--- config.mk ---
export PLATFORM = sky130hd
export DESIGN_NAME = url_percent_decoder_core_flat
export DESIGN_NICKNAME = d
export VERILOG_FILES = /design/src/hw/rtl/upd_pkg.sv /design/src/hw/rtl/upd_in_if.sv /design/src/hw/rtl/upd_out_if.sv /design/src/hw/rtl/upd_in_reg.sv /design/src/hw/rtl/upd_decode.sv /design/src/hw/rtl/upd_out_reg.sv /design/src/hw/rtl/url_percent_decoder_core.sv /design/src/flat_wrapper.sv
export VERILOG_INCLUDE_DIRS = /design/src /design/src/hw/rtl
export SDC_FILE = /design/constraint.sdc
export NUM_CORES = 1
export LEC_CHECK = 0
export BUFFER_PORTS_ARGS = -buffer_cell sky130_fd_sc_hd__buf_2
export CORE_MARGIN = 2
export CORE_UTILIZATION = 25
export CTS_CLUSTER_SIZE = 12
export DETAILED_ROUTE_END_ITERATION = 10
export HOLD_SLACK_MARGIN = 0.06
export MAX_ROUTING_LAYER = met4
export PLACE_DENSITY = 0.44
export SKIP_CTS_REPAIR_TIMING = 1
export SYNTH_ARGS = -nofsm -noshare
export SYNTH_HDL_FRONTEND = slang
export SYNTH_HIERARCHICAL = 1
export SYNTH_SLANG_ARGS = --single-unit
--- constraint.sdc ---
create_clock -name clk -period 3.3 [get_ports clk]
set_input_delay 0.825 -clock clk [delete_from_list [all_inputs] [get_ports clk]]
set_output_delay 0.825 -clock clk [all_outputs]
set_load 0.01 [all_outputs]
--- src/hw/rtl/url_percent_decoder_core_assert.svh ---
// assertion macros for the url percent decoder core
// expects clk and rst in the scope of the module that includes this file
`ifndef URL_PERCENT_DECODER_CORE_ASSERT_SVH
`define URL_PERCENT_DECODER_CORE_ASSERT_SVH

// same-cycle implication
`define UPD_ASSERT_IMPLIES(lbl, ante, cons) \
  lbl: assert property (@(posedge clk) disable iff (rst) (ante) |-> (cons)) \
    else $error("upd assertion failed");

// next-cycle implication
`define UPD_ASSERT_NEXT(lbl, ante, cons) \
  lbl: assert property (@(posedge clk) disable iff (rst) (ante) |=> (cons)) \
    else $error("upd assertion failed");

`endif

--- src/hw/rtl/upd_pkg.sv ---
// shared types, constants, digit and plain-character helpers for the url percent decoder
// no dependencies
package upd_pkg;

  localparam logic [7:0] CH_PCT   = 8'h25;
  localparam logic [7:0] CH_PLUS  = 8'h2B;
  localparam logic [7:0] CH_SPACE = 8'h20;
  localparam logic [7:0] CH_0     = 8'h30;
  localparam logic [7:0] CH_9     = 8'h39;
  localparam logic [7:0] CH_UC_A  = 8'h41;
  localparam logic [7:0] CH_UC_Z  = 8'h5A;
  localparam logic [7:0] CH_LC_A  = 8'h61;
  localparam logic [7:0] CASE_OFS = 8'h20;
  localparam logic [7:0] HEX_OFS  = 8'd10;

  typedef enum logic [2:0] {
    PH_PLAIN = 3'b001,
    PH_PCT   = 3'b010,
    PH_HI    = 3'b100
  } phase_t;

  typedef struct packed {
    logic [7:0] in_char;
    logic       is_last;
  } item_t;

  typedef struct packed {
    logic [7:0] out_char;
    logic       has_char;
    logic       end_of_string;
  } res_t;

  function automatic logic [7:0] digit_value(input logic [7:0] c);
    logic [7:0] lc;
    begin
      lc = c;
      if (c >= CH_UC_A && c <= CH_UC_Z) begin
        lc = c + CASE_OFS;
      end
      if (c >= CH_0 && c <= CH_9) begin
        digit_value = c - CH_0;
      end else begin
        digit_value = lc - CH_LC_A + HEX_OFS;
      end
    end
  endfunction

  function automatic logic [7:0] plain_map(input logic [7:0] c);
    plain_map = (c == CH_PLUS) ? CH_SPACE : c;
  endfunction

endpackage

--- src/hw/rtl/upd_in_if.sv ---
// input channel of the url percent decoder: one character per transaction
// no dependencies
interface upd_in_if;
  logic       valid;
  logic       ready;
  logic [7:0] in_char;
  logic       is_last;

  modport source (output valid, output in_char, output is_last, input ready);
  modport sink (input valid, input in_char, input is_last, output ready);
endinterface

--- src/hw/rtl/upd_out_if.sv ---
// output channel of the url percent decoder: one result per transaction
// no dependencies
interface upd_out_if;
  logic       valid;
  logic       ready;
  logic [7:0] out_char;
  logic       has_char;
  logic       end_of_string;

  modport source (output valid, output out_char, output has_char, output end_of_string,
                  input ready);
  modport sink (input valid, input out_char, input has_char, input end_of_string,
                output ready);
endinterface

--- src/hw/rtl/upd_in_reg.sv ---
// input register stage: captures one character transaction
// depends on upd_pkg and upd_in_if
module upd_in_reg (
  input  logic           clk,
  input  logic           rst,
  upd_in_if.sink         din,
  input  logic           advance,
  output logic           valid,
  output upd_pkg::item_t item
);
  import upd_pkg::*;

  assign din.ready = !valid || advance;

  always_ff @(posedge clk) begin
    if (rst) begin
      valid <= 1'b0;
    end else if (din.ready) begin
      valid <= din.valid;
    end
  end

  always_ff @(posedge clk) begin
    if (din.valid && din.ready) begin
      item.in_char <= din.in_char;
      item.is_last <= din.is_last;
    end
  end
endmodule

--- src/hw/rtl/upd_decode.sv ---
// decode logic and escape state: maps one character to at most one result
// depends on upd_pkg
module upd_decode (
  input  logic           clk,
  input  logic           rst,
  input  logic           step,
  input  upd_pkg::item_t item,
  output logic           emit,
  output upd_pkg::res_t  res
);
  import upd_pkg::*;

  phase_t     phase;
  phase_t     phase_next;
  logic [7:0] held_char;
  logic [7:0] held_char_next;
  logic       cut_off;
  logic       cut_off_next;
  logic       have;
  logic       have_out;
  logic [7:0] byte_val;
  logic [7:0] hi_val;

  assign hi_val = digit_value(held_char);

  always_comb begin
    phase_next     = phase;
    held_char_next = held_char;
    have           = 1'b0;
    byte_val       = plain_map(item.in_char);
    case (phase)
      PH_PCT: begin
        if (item.is_last) begin
          have = (item.in_char != CH_PCT);
        end else begin
          held_char_next = item.in_char;
          phase_next     = PH_HI;
        end
      end
      PH_HI: begin
        byte_val       = {hi_val[3:0], 4'b0000} | digit_value(item.in_char);
        have           = 1'b1;
        phase_next     = PH_PLAIN;
        held_char_next = '0;
      end
      default: begin
        if (item.in_char == CH_PCT) begin
          if (!item.is_last) begin
            phase_next = PH_PCT;
          end
        end else begin
          have = 1'b1;
        end
      end
    endcase
    cut_off_next = cut_off || (have && byte_val == 8'h00);
    have_out     = have && !cut_off_next;
    if (item.is_last) begin
      phase_next     = PH_PLAIN;
      held_char_next = '0;
      cut_off_next   = 1'b0;
    end
  end

  assign emit              = item.is_last || have_out;
  assign res.out_char      = have_out ? byte_val : 8'h00;
  assign res.has_char      = have_out;
  assign res.end_of_string = item.is_last;

  always_ff @(posedge clk) begin
    if (rst) begin
      phase     <= PH_PLAIN;
      held_char <= '0;
      cut_off   <= 1'b0;
    end else if (step) begin
      phase     <= phase_next;
      held_char <= held_char_next;
      cut_off   <= cut_off_next;
    end
  end
endmodule

--- src/hw/rtl/upd_out_reg.sv ---
// result register: holds one result transaction until the receiver takes it
// depends on upd_pkg and upd_out_if
module upd_out_reg (
  input  logic          clk,
  input  logic          rst,
  input  logic          load,
  input  upd_pkg::res_t res,
  output logic          can_load,
  upd_out_if.source     dout
);
  import upd_pkg::*;

  logic out_valid;
  res_t held;

  assign can_load           = !out_valid || dout.ready;
  assign dout.valid         = out_valid;
  assign dout.out_char      = held.out_char;
  assign dout.has_char      = held.has_char;
  assign dout.end_of_string = held.end_of_string;

  always_ff @(posedge clk) begin
    if (rst) begin
      out_valid <= 1'b0;
    end else if (can_load) begin
      out_valid <= load;
    end
  end

  always_ff @(posedge clk) begin
    if (can_load && load) begin
      held <= res;
    end
  end
endmodule

--- src/hw/rtl/url_percent_decoder_core.sv ---
// streaming url percent decoder, top level
// depends on upd_pkg, upd_in_if, upd_out_if, upd_in_reg, upd_decode, upd_out_reg
// and url_percent_decoder_core_assert.svh
//
// din carries one character per transaction, is_last on the final one.
// dout carries decoded results: '+' gives a space, '%' and two more
// characters give one byte, a decoded zero byte cuts off the rest of the
// string. the final character always gives a result with end_of_string set.
// an escape in progress gives no result for its first two characters.
// a character that produces a result passes the input register, then the
// result register, before it shows on dout.
// throughput: one character per cycle unless dout stalls, set by the single
// decode stage between the two registers; the escape state updates in the
// same cycle. when dout stalls, the result register holds and the input
// register still takes one more character; din.ready falls once both are
// full. reset clears both stages and returns the escape state to plain text.
module url_percent_decoder_core (
  input  logic    clk,
  input  logic    rst,
  upd_in_if.sink  din,
  upd_out_if.source dout
);
  import upd_pkg::*;

  logic  s1_valid;
  item_t s1_item;
  logic  can_load;
  logic  advance;
  logic  emit;
  res_t  res;

  assign advance = s1_valid && can_load;

  upd_in_reg u_in_reg (
    .clk     (clk),
    .rst     (rst),
    .din     (din),
    .advance (advance),
    .valid   (s1_valid),
    .item    (s1_item)
  );

  upd_decode u_decode (
    .clk  (clk),
    .rst  (rst),
    .step (advance),
    .item (s1_item),
    .emit (emit),
    .res  (res)
  );

  upd_out_reg u_out_reg (
    .clk      (clk),
    .rst      (rst),
    .load     (advance && emit),
    .res      (res),
    .can_load (can_load),
    .dout     (dout)
  );

`include "url_percent_decoder_core_assert.svh"

  `UPD_ASSERT_IMPLIES(a_no_zero_byte, dout.valid && dout.has_char, dout.out_char != 8'h00)
  `UPD_ASSERT_IMPLIES(a_mid_has_byte, dout.valid && !dout.end_of_string, dout.has_char)
  `UPD_ASSERT_NEXT(a_last_closes, advance && s1_item.is_last, dout.valid && dout.end_of_string)

endmodule
--- src/flat_wrapper.sv ---
// flat-port wrapper written by rule: the top's interface ports become plain ports
module url_percent_decoder_core_flat import upd_pkg::*;
  (clk, rst, din_valid, din_in_char, din_is_last, din_ready, dout_valid, dout_out_char, dout_has_char, dout_end_of_string, dout_ready);
  upd_in_if din_i ();
  upd_out_if dout_i ();
  input  logic clk;
  input  logic rst;
  input wire logic [$bits(din_i.valid)-1:0] din_valid;
  input wire logic [$bits(din_i.in_char)-1:0] din_in_char;
  input wire logic [$bits(din_i.is_last)-1:0] din_is_last;
  output wire logic [$bits(din_i.ready)-1:0] din_ready;
  output wire logic [$bits(dout_i.valid)-1:0] dout_valid;
  output wire logic [$bits(dout_i.out_char)-1:0] dout_out_char;
  output wire logic [$bits(dout_i.has_char)-1:0] dout_has_char;
  output wire logic [$bits(dout_i.end_of_string)-1:0] dout_end_of_string;
  input wire logic [$bits(dout_i.ready)-1:0] dout_ready;
  assign din_i.valid = din_valid;
  assign din_i.in_char = din_in_char;
  assign din_i.is_last = din_is_last;
  assign din_ready = din_i.ready;
  assign dout_valid = dout_i.valid;
  assign dout_out_char = dout_i.out_char;
  assign dout_has_char = dout_i.has_char;
  assign dout_end_of_string = dout_i.end_of_string;
  assign dout_i.ready = dout_ready;
  url_percent_decoder_core u_core (.clk(clk), .rst(rst), .din(din_i), .dout(dout_i));
endmodule
==> results.md, run 1 <==
- Largest cells by area after synthesis: edfxtp_1, dfxtp_1, ha_1, a22o_1, o21ai_0
- Max Root-Sink Buffers: 2
- Chip width: 97.7 um
- Root buffer cell: clkbuf_8
- Synth Net Count: 253
- Status: complete, no violations
- Largest net degree at the start of global routing: 12
- TritonCTS clock tree: built
- Final nets: 311
- Min-delay worst type: flop to flop
- RePlAce Congestion: 0.770
- Yosys reg bits: 33
- Slew Limit Fails: 0
- Seq/Total Area, Yosys: 38.7%
- Initial antenna violation count: 0
- Cell with the most instances after synthesis: edfxtp_1
- WL/cell: 14.5 um
- Setup violators final: 0
- Combinational Power Share: 16.0%
- Largest area contributor in the netlist: edfxtp_1
- Post-synth ARST share: 0%
- Vias in the first global route: 1856
- EDFF count, synth: 19
- Sw Pwr: 259 uW
- Vias per cell: 4.89
- Worst Path Required: 3.35 ns
- Die Ht: 97.7 um
- Period utilization: 96.4%
- Crit. End Element: flop
- Antenna Diode Count: 0
- CTS Buf Count: 5
- Most frequent CP cell: buf_4
- Max-cap violations: 0
- Share of layout cells above drive strength 1: 34.5%
- Final worst slack: 0.119 ns
- Synthesis Warnings: 6
- CP Cell Sequence: buf_4 > ha_2 > buf_4 > o2bb2ai_4 > buf_4 > a31o_2 > a22oi_2 > nand2b_1 > or4b_4 > nor4_4 > o21bai_1 > and3_4 > and2_4
- Via count: 1915
- GR Util All Layers: 12.4%
- DRC: 0
- Post-Syn Instances: 225
- Reg clk slew, reported paths: 0.07 ns
- Fin util: 33.5%
- Rows: 34
- CP Launch Type: flop
- Mapped Area: 2200 sq um
- Relative max-transition margin: 55.8%
- Post-detail-place hpwl: 4.31 mm
- Post-detailed-route count of antenna-violating nets: 0
- Htree depth: 2
- IO Port Bufs: 24
- Clock Latency Late Sink: 0.28 ns
- Ports: 25
- Placement Setup Slack: -0.00850 ns
- Final setup skew: 0.00418 ns
- Tmin final: 3.18 ns
- Slew @ Worst Pin: 0.662 ns
- Yosys top cell area share: 26.0%
- Leak: 1.13 nW
- Synth top cells by count: edfxtp_1, ha_1, dfxtp_1
- Netlist cell types: 61
- Max frequency: 0.314 GHz
- Crit Path Class: flop to flop
- Reg power frac: 44.1%
- Starting Density: 25.4%
- Buf/Inv on CP: 3
- Overall power: 1.06 mW
- Critical path peak fanout: 7
- Worst path slowest cell: edfxtp_1
- Unrepaired setup endpoints after global routing: no
- Sw frac: 24.3%
- DR iter-0 viols: 102
- Worst path arrival time: 3.23 ns
- Critical path's largest stage delay: 0.51 ns
- Filler cells: 893
- Top FF cell, synth: edfxtp_1
- First-pass GRT wire length: 9.34 mm
- Pwr Density: 367 nW/um^2
- Syn Area/Cell: 9.76 sq um
- Largest delay contributor family on the critical path: simple AND/OR/NAND/NOR gates
- Die area: 9550 sq um
- Post-Route WL: 5.69 mm
- GR Overflow Total: 0
- Synth-to-layout area growth: 31.8%
- Power Internal: 805 uW
- Fin. Hold Viols: 0
- CTS Sinks: 33
- First drt pass iteration count: 4
- Core area: 8640 sq um
- Peak supply drop: 180 uV
- Clock power frac: 39.9%
-- stage by stage --
stage | std cells | hold WS (ns) | cell area (sq um) | TNS [ns]
after floorplan | 225 | 0.441 | 2200 | 0
after global placement | 376 | 0.458 | 2640 | 0
after detailed placement | 376 | 0.463 | 2640 | -0.0811
after CTS | 384 | 0.485 | 2760 | -0.552
after global routing | 392 | 0.496 | 2900 | 0
final | 392 | 0.483 | 2900 | 0
-- cells in the final DEF, fill, tap and decap left out, types with 2 or more instances in the layout --
cell,instances
a2111oi_2,2
a21o_1,2
a21oi_1,8
a21oi_2,2
a22o_1,9
a22oi_1,2
a311oi_1,2
and2_1,3
and2_4,3
and3_1,3
buf_2,24
buf_4,38
clkbuf_8,5
dfxtp_1,14
edfxtp_1,19
ha_1,13
ha_2,2
inv_1,12
mux2i_1,4
nand2_1,12
nand2b_1,5
nand2b_4,2
nand3_1,6
nand4_1,3
nor2_1,13
nor2b_1,6
nor3_1,6
o2111ai_1,2
o211ai_1,2
o21ai_0,10
o21ai_1,3
o21bai_1,2
xnor2_1,3
-- logic make-up (layout without fill, tap and decap cells) --
kind of cell,Yosys count,count (layout),share of synthesized area (%)
AND/OR/NAND/NOR,76,77,21.3
AO/OA/AOI/OAI,66,66,22.7
flip-flops,33,33,38.7
buffers and inverters,26,84,4.84
adder cells (fa/ha/maj),15,15,8.54
multiplexers,5,5,2.33
XOR/XNOR,4,4,1.59
-- area by class of cell --
type                       count  area [sq um]  share of cell area, %
multi-input combinational    167          1320                   45.4
sequential                    33           851                   29.4
timing repair buffer          63           417                   14.4
tap                          108           135                   4.67
clock buffer                   6          93.8                   3.24
inverter                      13          48.8                   1.68
clock inverter                 2          35.0                   1.21
-- final timing paths --
check | start | to | slack [ns] | cells past startpoint
worst min register to register | u_core/u_decode/held_char[6] | u_core/u_decode/held_char[6] | 0.48 | 1
worst max register to register | u_core/u_in_reg/item[6] | u_core/u_out_reg/dout.out_char[2] | 0.12 | 13
worst max-delay path | u_core/u_in_reg/item[6] | u_core/u_out_reg/dout.out_char[2] | 0.12 | 13
worst min-delay path | u_core/u_decode/held_char[6] | u_core/u_decode/held_char[6] | 0.48 | 1
-- power groups by stage --
stage / Sequential, mW / Combinational, mW / Clock [mW]
6_report: 0.469 / 0.170 / 0.424
4_1_cts: 0.469 / 0.153 / 0.437
3_3_place_gp: 0.479 / 0.152 / 0
3_5_place_dp: 0.478 / 0.151 / 0
2_1_floorplan: 0.478 / 0.0868 / 0
5_1_grt: 0.471 / 0.188 / 0.458
-- sequential cells by signal, summed over array words and instances, names as in the netlist --
name,flops
u_core/u_decode/phase,3
u_core/u_out_reg/dout.has_char,1
u_core/u_decode/held_char,8
u_core/u_out_reg/dout.out_char,8
u_core/u_in_reg/valid,1
u_core/u_decode/cut_off,1
u_core/u_out_reg/dout.end_of_string,1
u_core/u_out_reg/dout.valid,1
u_core/u_in_reg/item,9
-- worst register-to-register path, delay by kind of cell, from the launching register on --
family	cells	cell delay, ns
simple gates	5	1.11
compound gates	4	0.66
flops	1	0.51
buf+inv	3	0.49
fa+ha+maj	1	0.16
-- per-layer routing --
| layer | track usage (%) | wire length (um) | part of all wire (%) |
|---|---|---|---|
| met1 | 15.7 | 2770 | 49 |
| met2 | 20.5 | 2670 | 47 |
| met3 | 1.79 | 151 | 2.7 |
| met4 | 3.74 | 104 | 1.8 |
| met5 | - | 0 | 0 |
No activity file was read; power rests on OpenSTA's default activity.
==> run 2: changes to the inputs <==
Settings changed: ABC_AREA from default to 1, REMOVE_ABC_BUFFERS from default to 1.
==> results.md, run 2 <==
- Status: complete, no violations
- Synth-to-layout area growth: 17.2%
- Post-detail-place hpwl: 3.83 mm (-11%)
- Placement Setup Slack: 0.313 ns (+0.321 ns)
- CP Cell Sequence: inv_2 > ha_1 > a21oi_1 > nor2_2 > nand3_1 > nand2_1 > nand3_1 > nand2_1 > nand2_1 > nand2_1 > nand2_1 > nand2_1 > nor2_1 > nand2_2 > nand3_4 > nand2_2 > inv_1 > nor2_2 > inv_1 > a21oi_1 > buf_4
- Netlist cell types: 30 (-51%)
- Overall power: 913 uW (-14%)
- CP endpoint: u_core/u_out_reg/dout.out_char[1]
- Top FF cell, synth: edfxtp_1
- Rows: 33 (-2.9%)
- First-pass GRT wire length: 8.29 mm (-11%)
- Simple-gate area share of the yosys netlist: 29.2% (+7.9 points)
- Share of layout cells above drive strength 1: 22.1% (-12 points)
- RePlAce Congestion: 0.864 (+12%)
- Adder-Cell Fraction of Synth Area: 9.07% (+0.53 points)
- Hold Slack: 0.475 ns (-0.00876 ns)
- Min-delay worst type: flop to flop
- Htree depth: 2 (unchanged)
- Vias in the first global route: 1681 (-9.4%)
- Max-cap violations: 0 (unchanged)
- Commonest non-fill, non-tap cell in the layout: nand2_1
- Post-detailed-route count of antenna-violating nets: 0 (unchanged)
- Largest family of logic cells by synthesized area: simple AND/OR/NAND/NOR gates
- Crit. End Element: flop
- Largest cells by area after synthesis: edfxtp_1, dfxtp_1, nand2_1, ha_1, nand3_1
- Synthesis Warnings: 6 (unchanged)
- Combinational Power Share: 14.5% (-1.5 points)
- Fin area: 2420 sq um (-16%)
- Reg clk slew, reported paths: 0.08 ns (about the same)
- Relative max-transition margin: 71.0% (+15 points)
- Starting Density: 25.4% (about the same)
- Critical path peak fanout: 10 (+3)
- Peak supply drop: 130 uV (-28%)
- Reg2reg end: u_core/u_out_reg/dout.out_char[1]
- Final nets: 321 (+3.2%)
- DRC: 0 (unchanged)
- Largest delay contributor family on the critical path: simple AND/OR/NAND/NOR gates
- Tmin final: 2.93 ns (-0.249 ns)
- Synth top cells by count: nand2_1, inv_1, nand3_1, nor2_1, edfxtp_1
- Initial antenna violation count: 0 (unchanged)
- Inst Count DP: 391 (+4.0%)
- Yosys top cell area share: 27.6% (+1.6 points)
- Final worst slack: 0.368 ns (+0.249 ns)
- Met2 wire length: 2.28 mm (-15%)
- Levels on crit path: 21 (+8)
- Reg2reg start: u_core/u_in_reg/item[6]
- Most frequent CP cell: nand2_1
- Vias per cell: 4.44 (-9.0%)
- Largest area contributor in the netlist: edfxtp_1
- Highest routed layer: met4
- Die Ht: 95.0 um (-2.9%)
- Worst path slowest cell: edfxtp_1
- Yosys reg bits: 33 (unchanged)
- Area share of xor/xnor cells in the synthesized design: 1.27% (-0.32 points)
- Sw frac: 29.0% (+4.7 points)
- Max frequency: 0.341 GHz (+8.5%)
- Clock power frac: 34.2% (-5.7 points)
- Period utilization: 88.9% (-7.5 points)
- Post-synth ARST share: 0% (unchanged)
- Final setup skew: 0.00995 ns (+0.00577 ns)
- FF-to-FF setup slack: 0.37 ns (+0.25 ns)
- Mapped Area: 2070 sq um (-5.9%)
- Power Internal: 648 uW (-19%)
- Seq/Total Area, Yosys: 41.1% (+2.4 points)
- GR Util All Layers: 12.5% (+0.16 points)
- Largest net degree at the start of global routing: 14 (+2)
- Fin util: 29.8% (-3.7 points)
- Reg power frac: 51.4% (+7.3 points)
- CTS Buf Count: 5 (unchanged)
- Sw Pwr: 265 uW (+2.4%)
- Clock Latency Late Sink: 0.29 ns (about the same)
- Critical path's largest stage delay: 0.52 ns (about the same)
- CP Launch Point: u_core/u_in_reg/item[6]
- DP Area: 2340 sq um (-11%)
- Post-Route WL: 5.03 mm (-12%)
- Worst r2r path cells: 21 (+8)
- Pwr Density: 377 nW/um^2 (+2.6%)
- Syn Area/Cell: 7.95 sq um (-19%)
- Leak: 1.08 nW (-4.6%)
- CTS Sinks: 33 (unchanged)
- Mux cell area share after synthesis: 0% (-2.3 points)
- TritonCTS clock tree: built
- Max Root-Sink Buffers: 2 (unchanged)
- Setup violators final: 0 (unchanged)
- EDFF count, synth: 19 (unchanged)
- Buf/Inv on CP: 4 (+1)
- Core area: 8130 sq um (-5.8%)
- Slew Limit Fails: 0 (unchanged)
- Max FFs per register: 9 (unchanged)
- WL/cell: 12.6 um (-13%)
- Die area: 9020 sq um (-5.6%)
- First drt pass iteration count: 4 (unchanged)
- Top reg by flops: u_core/u_in_reg/item
- Unrepaired setup endpoints after global routing: no
- GR Overflow Total: 0 (unchanged)
- IO Port Bufs: 24 (unchanged)
- Antenna Diode Count: 0 (unchanged)
- Setup TNS: 0 ns (unchanged)
- Most frequent cells in the layout: nand2_1, inv_1, nand3_1, buf_2, nor2_1
- DR iter-0 viols: 177 (+74%)
- Slew @ Worst Pin: 0.430 ns (-0.232 ns)
- Total length of routed met3 wires: 207 um (+37%)
- Ports: 25 (unchanged)
- Final Non-Filler Cells: 399 (+1.8%)
- Worst path arrival time: 2.94 ns (-0.29 ns)
- Post-Syn Instances: 260 (+16%)
- Met1 wire length: 2.45 mm (-11%)
- Cell with the most instances after synthesis: nand2_1
- Fin. Hold Viols: 0 (unchanged)
- CP Launch Type: flop
- Crit Path Class: flop to flop
- Post-synthesis compound-gate area fraction: 10.3% (-12 points)
- Root buffer cell: clkbuf_8
- Chip width: 95.0 um (-2.9%)
- Worst Path Required: 3.31 ns (-0.04 ns)
- Via count: 1773 (-7.4%)
-- run 2: how the worst min path moves through the flow --
stage                                             from                            to  slack, ns  depth (start not counted)
final                     u_core/u_decode/held_char[7]  u_core/u_decode/held_char[7]       0.47                          2
after global routing      u_core/u_decode/held_char[4]  u_core/u_decode/held_char[4]       0.51                          2
after CTS                 u_core/u_decode/held_char[7]  u_core/u_decode/held_char[7]       0.48                          2
after detailed placement  u_core/u_decode/held_char[4]  u_core/u_decode/held_char[4]       0.47                          2
after global placement    u_core/u_decode/held_char[7]  u_core/u_decode/held_char[7]       0.46                          2
after floorplan           u_core/u_decode/held_char[7]  u_core/u_decode/held_char[7]       0.44                          2
-- run 2: layer usage --
layer  track usage [%]  vias to the layer above
met5                 -                        -
met4              4.35                        0
met3              2.15                        7
met2              19.9                       41
met1              16.2                      805
li1                  -                      920
-- run 2: kinds of logic (layout without fill, tap and decap cells) --
kind of cell / Yosys count / after routing
DFF: 33 / 33
AOI/OAI and AO/OA: 33 / 33
xor gates and xnor gates: 3 / 3
and+or+nand+nor: 131 / 131
buffers and inverters: 45 / 79
adders and majority gates: 15 / 15
-- run 2: cell type report --
class	count	area (sq um)
Multi-Input combinational cell	182	1030
Tap cell	105	131
Fill cell	883	5710
Clock buffer	5	68.8
Sequential cell	33	851
Clock inverter	3	17.5
Timing Repair Buffer	31	173
Inverter	40	150
-- run 2: power by group through the flow --
stage	Sequential (mW)	Combinational [mW]	Clock, mW
after floorplan	0.481	0.0783	0
after global placement	0.478	0.133	0
after detailed placement	0.479	0.131	0
after CTS	0.469	0.132	0.330
after global routing	0.471	0.151	0.347
final	0.469	0.132	0.312
-- run 2: worst reg2reg max path: cells and delay by family, from the launching register on --
kind / cells / cell delay, ns
flops: 1 / 0.52
simple gates: 14 / 1.23
compound gates: 2 / 0.21
fa+ha+maj: 1 / 0.21
buf+inv: 4 / 0.49
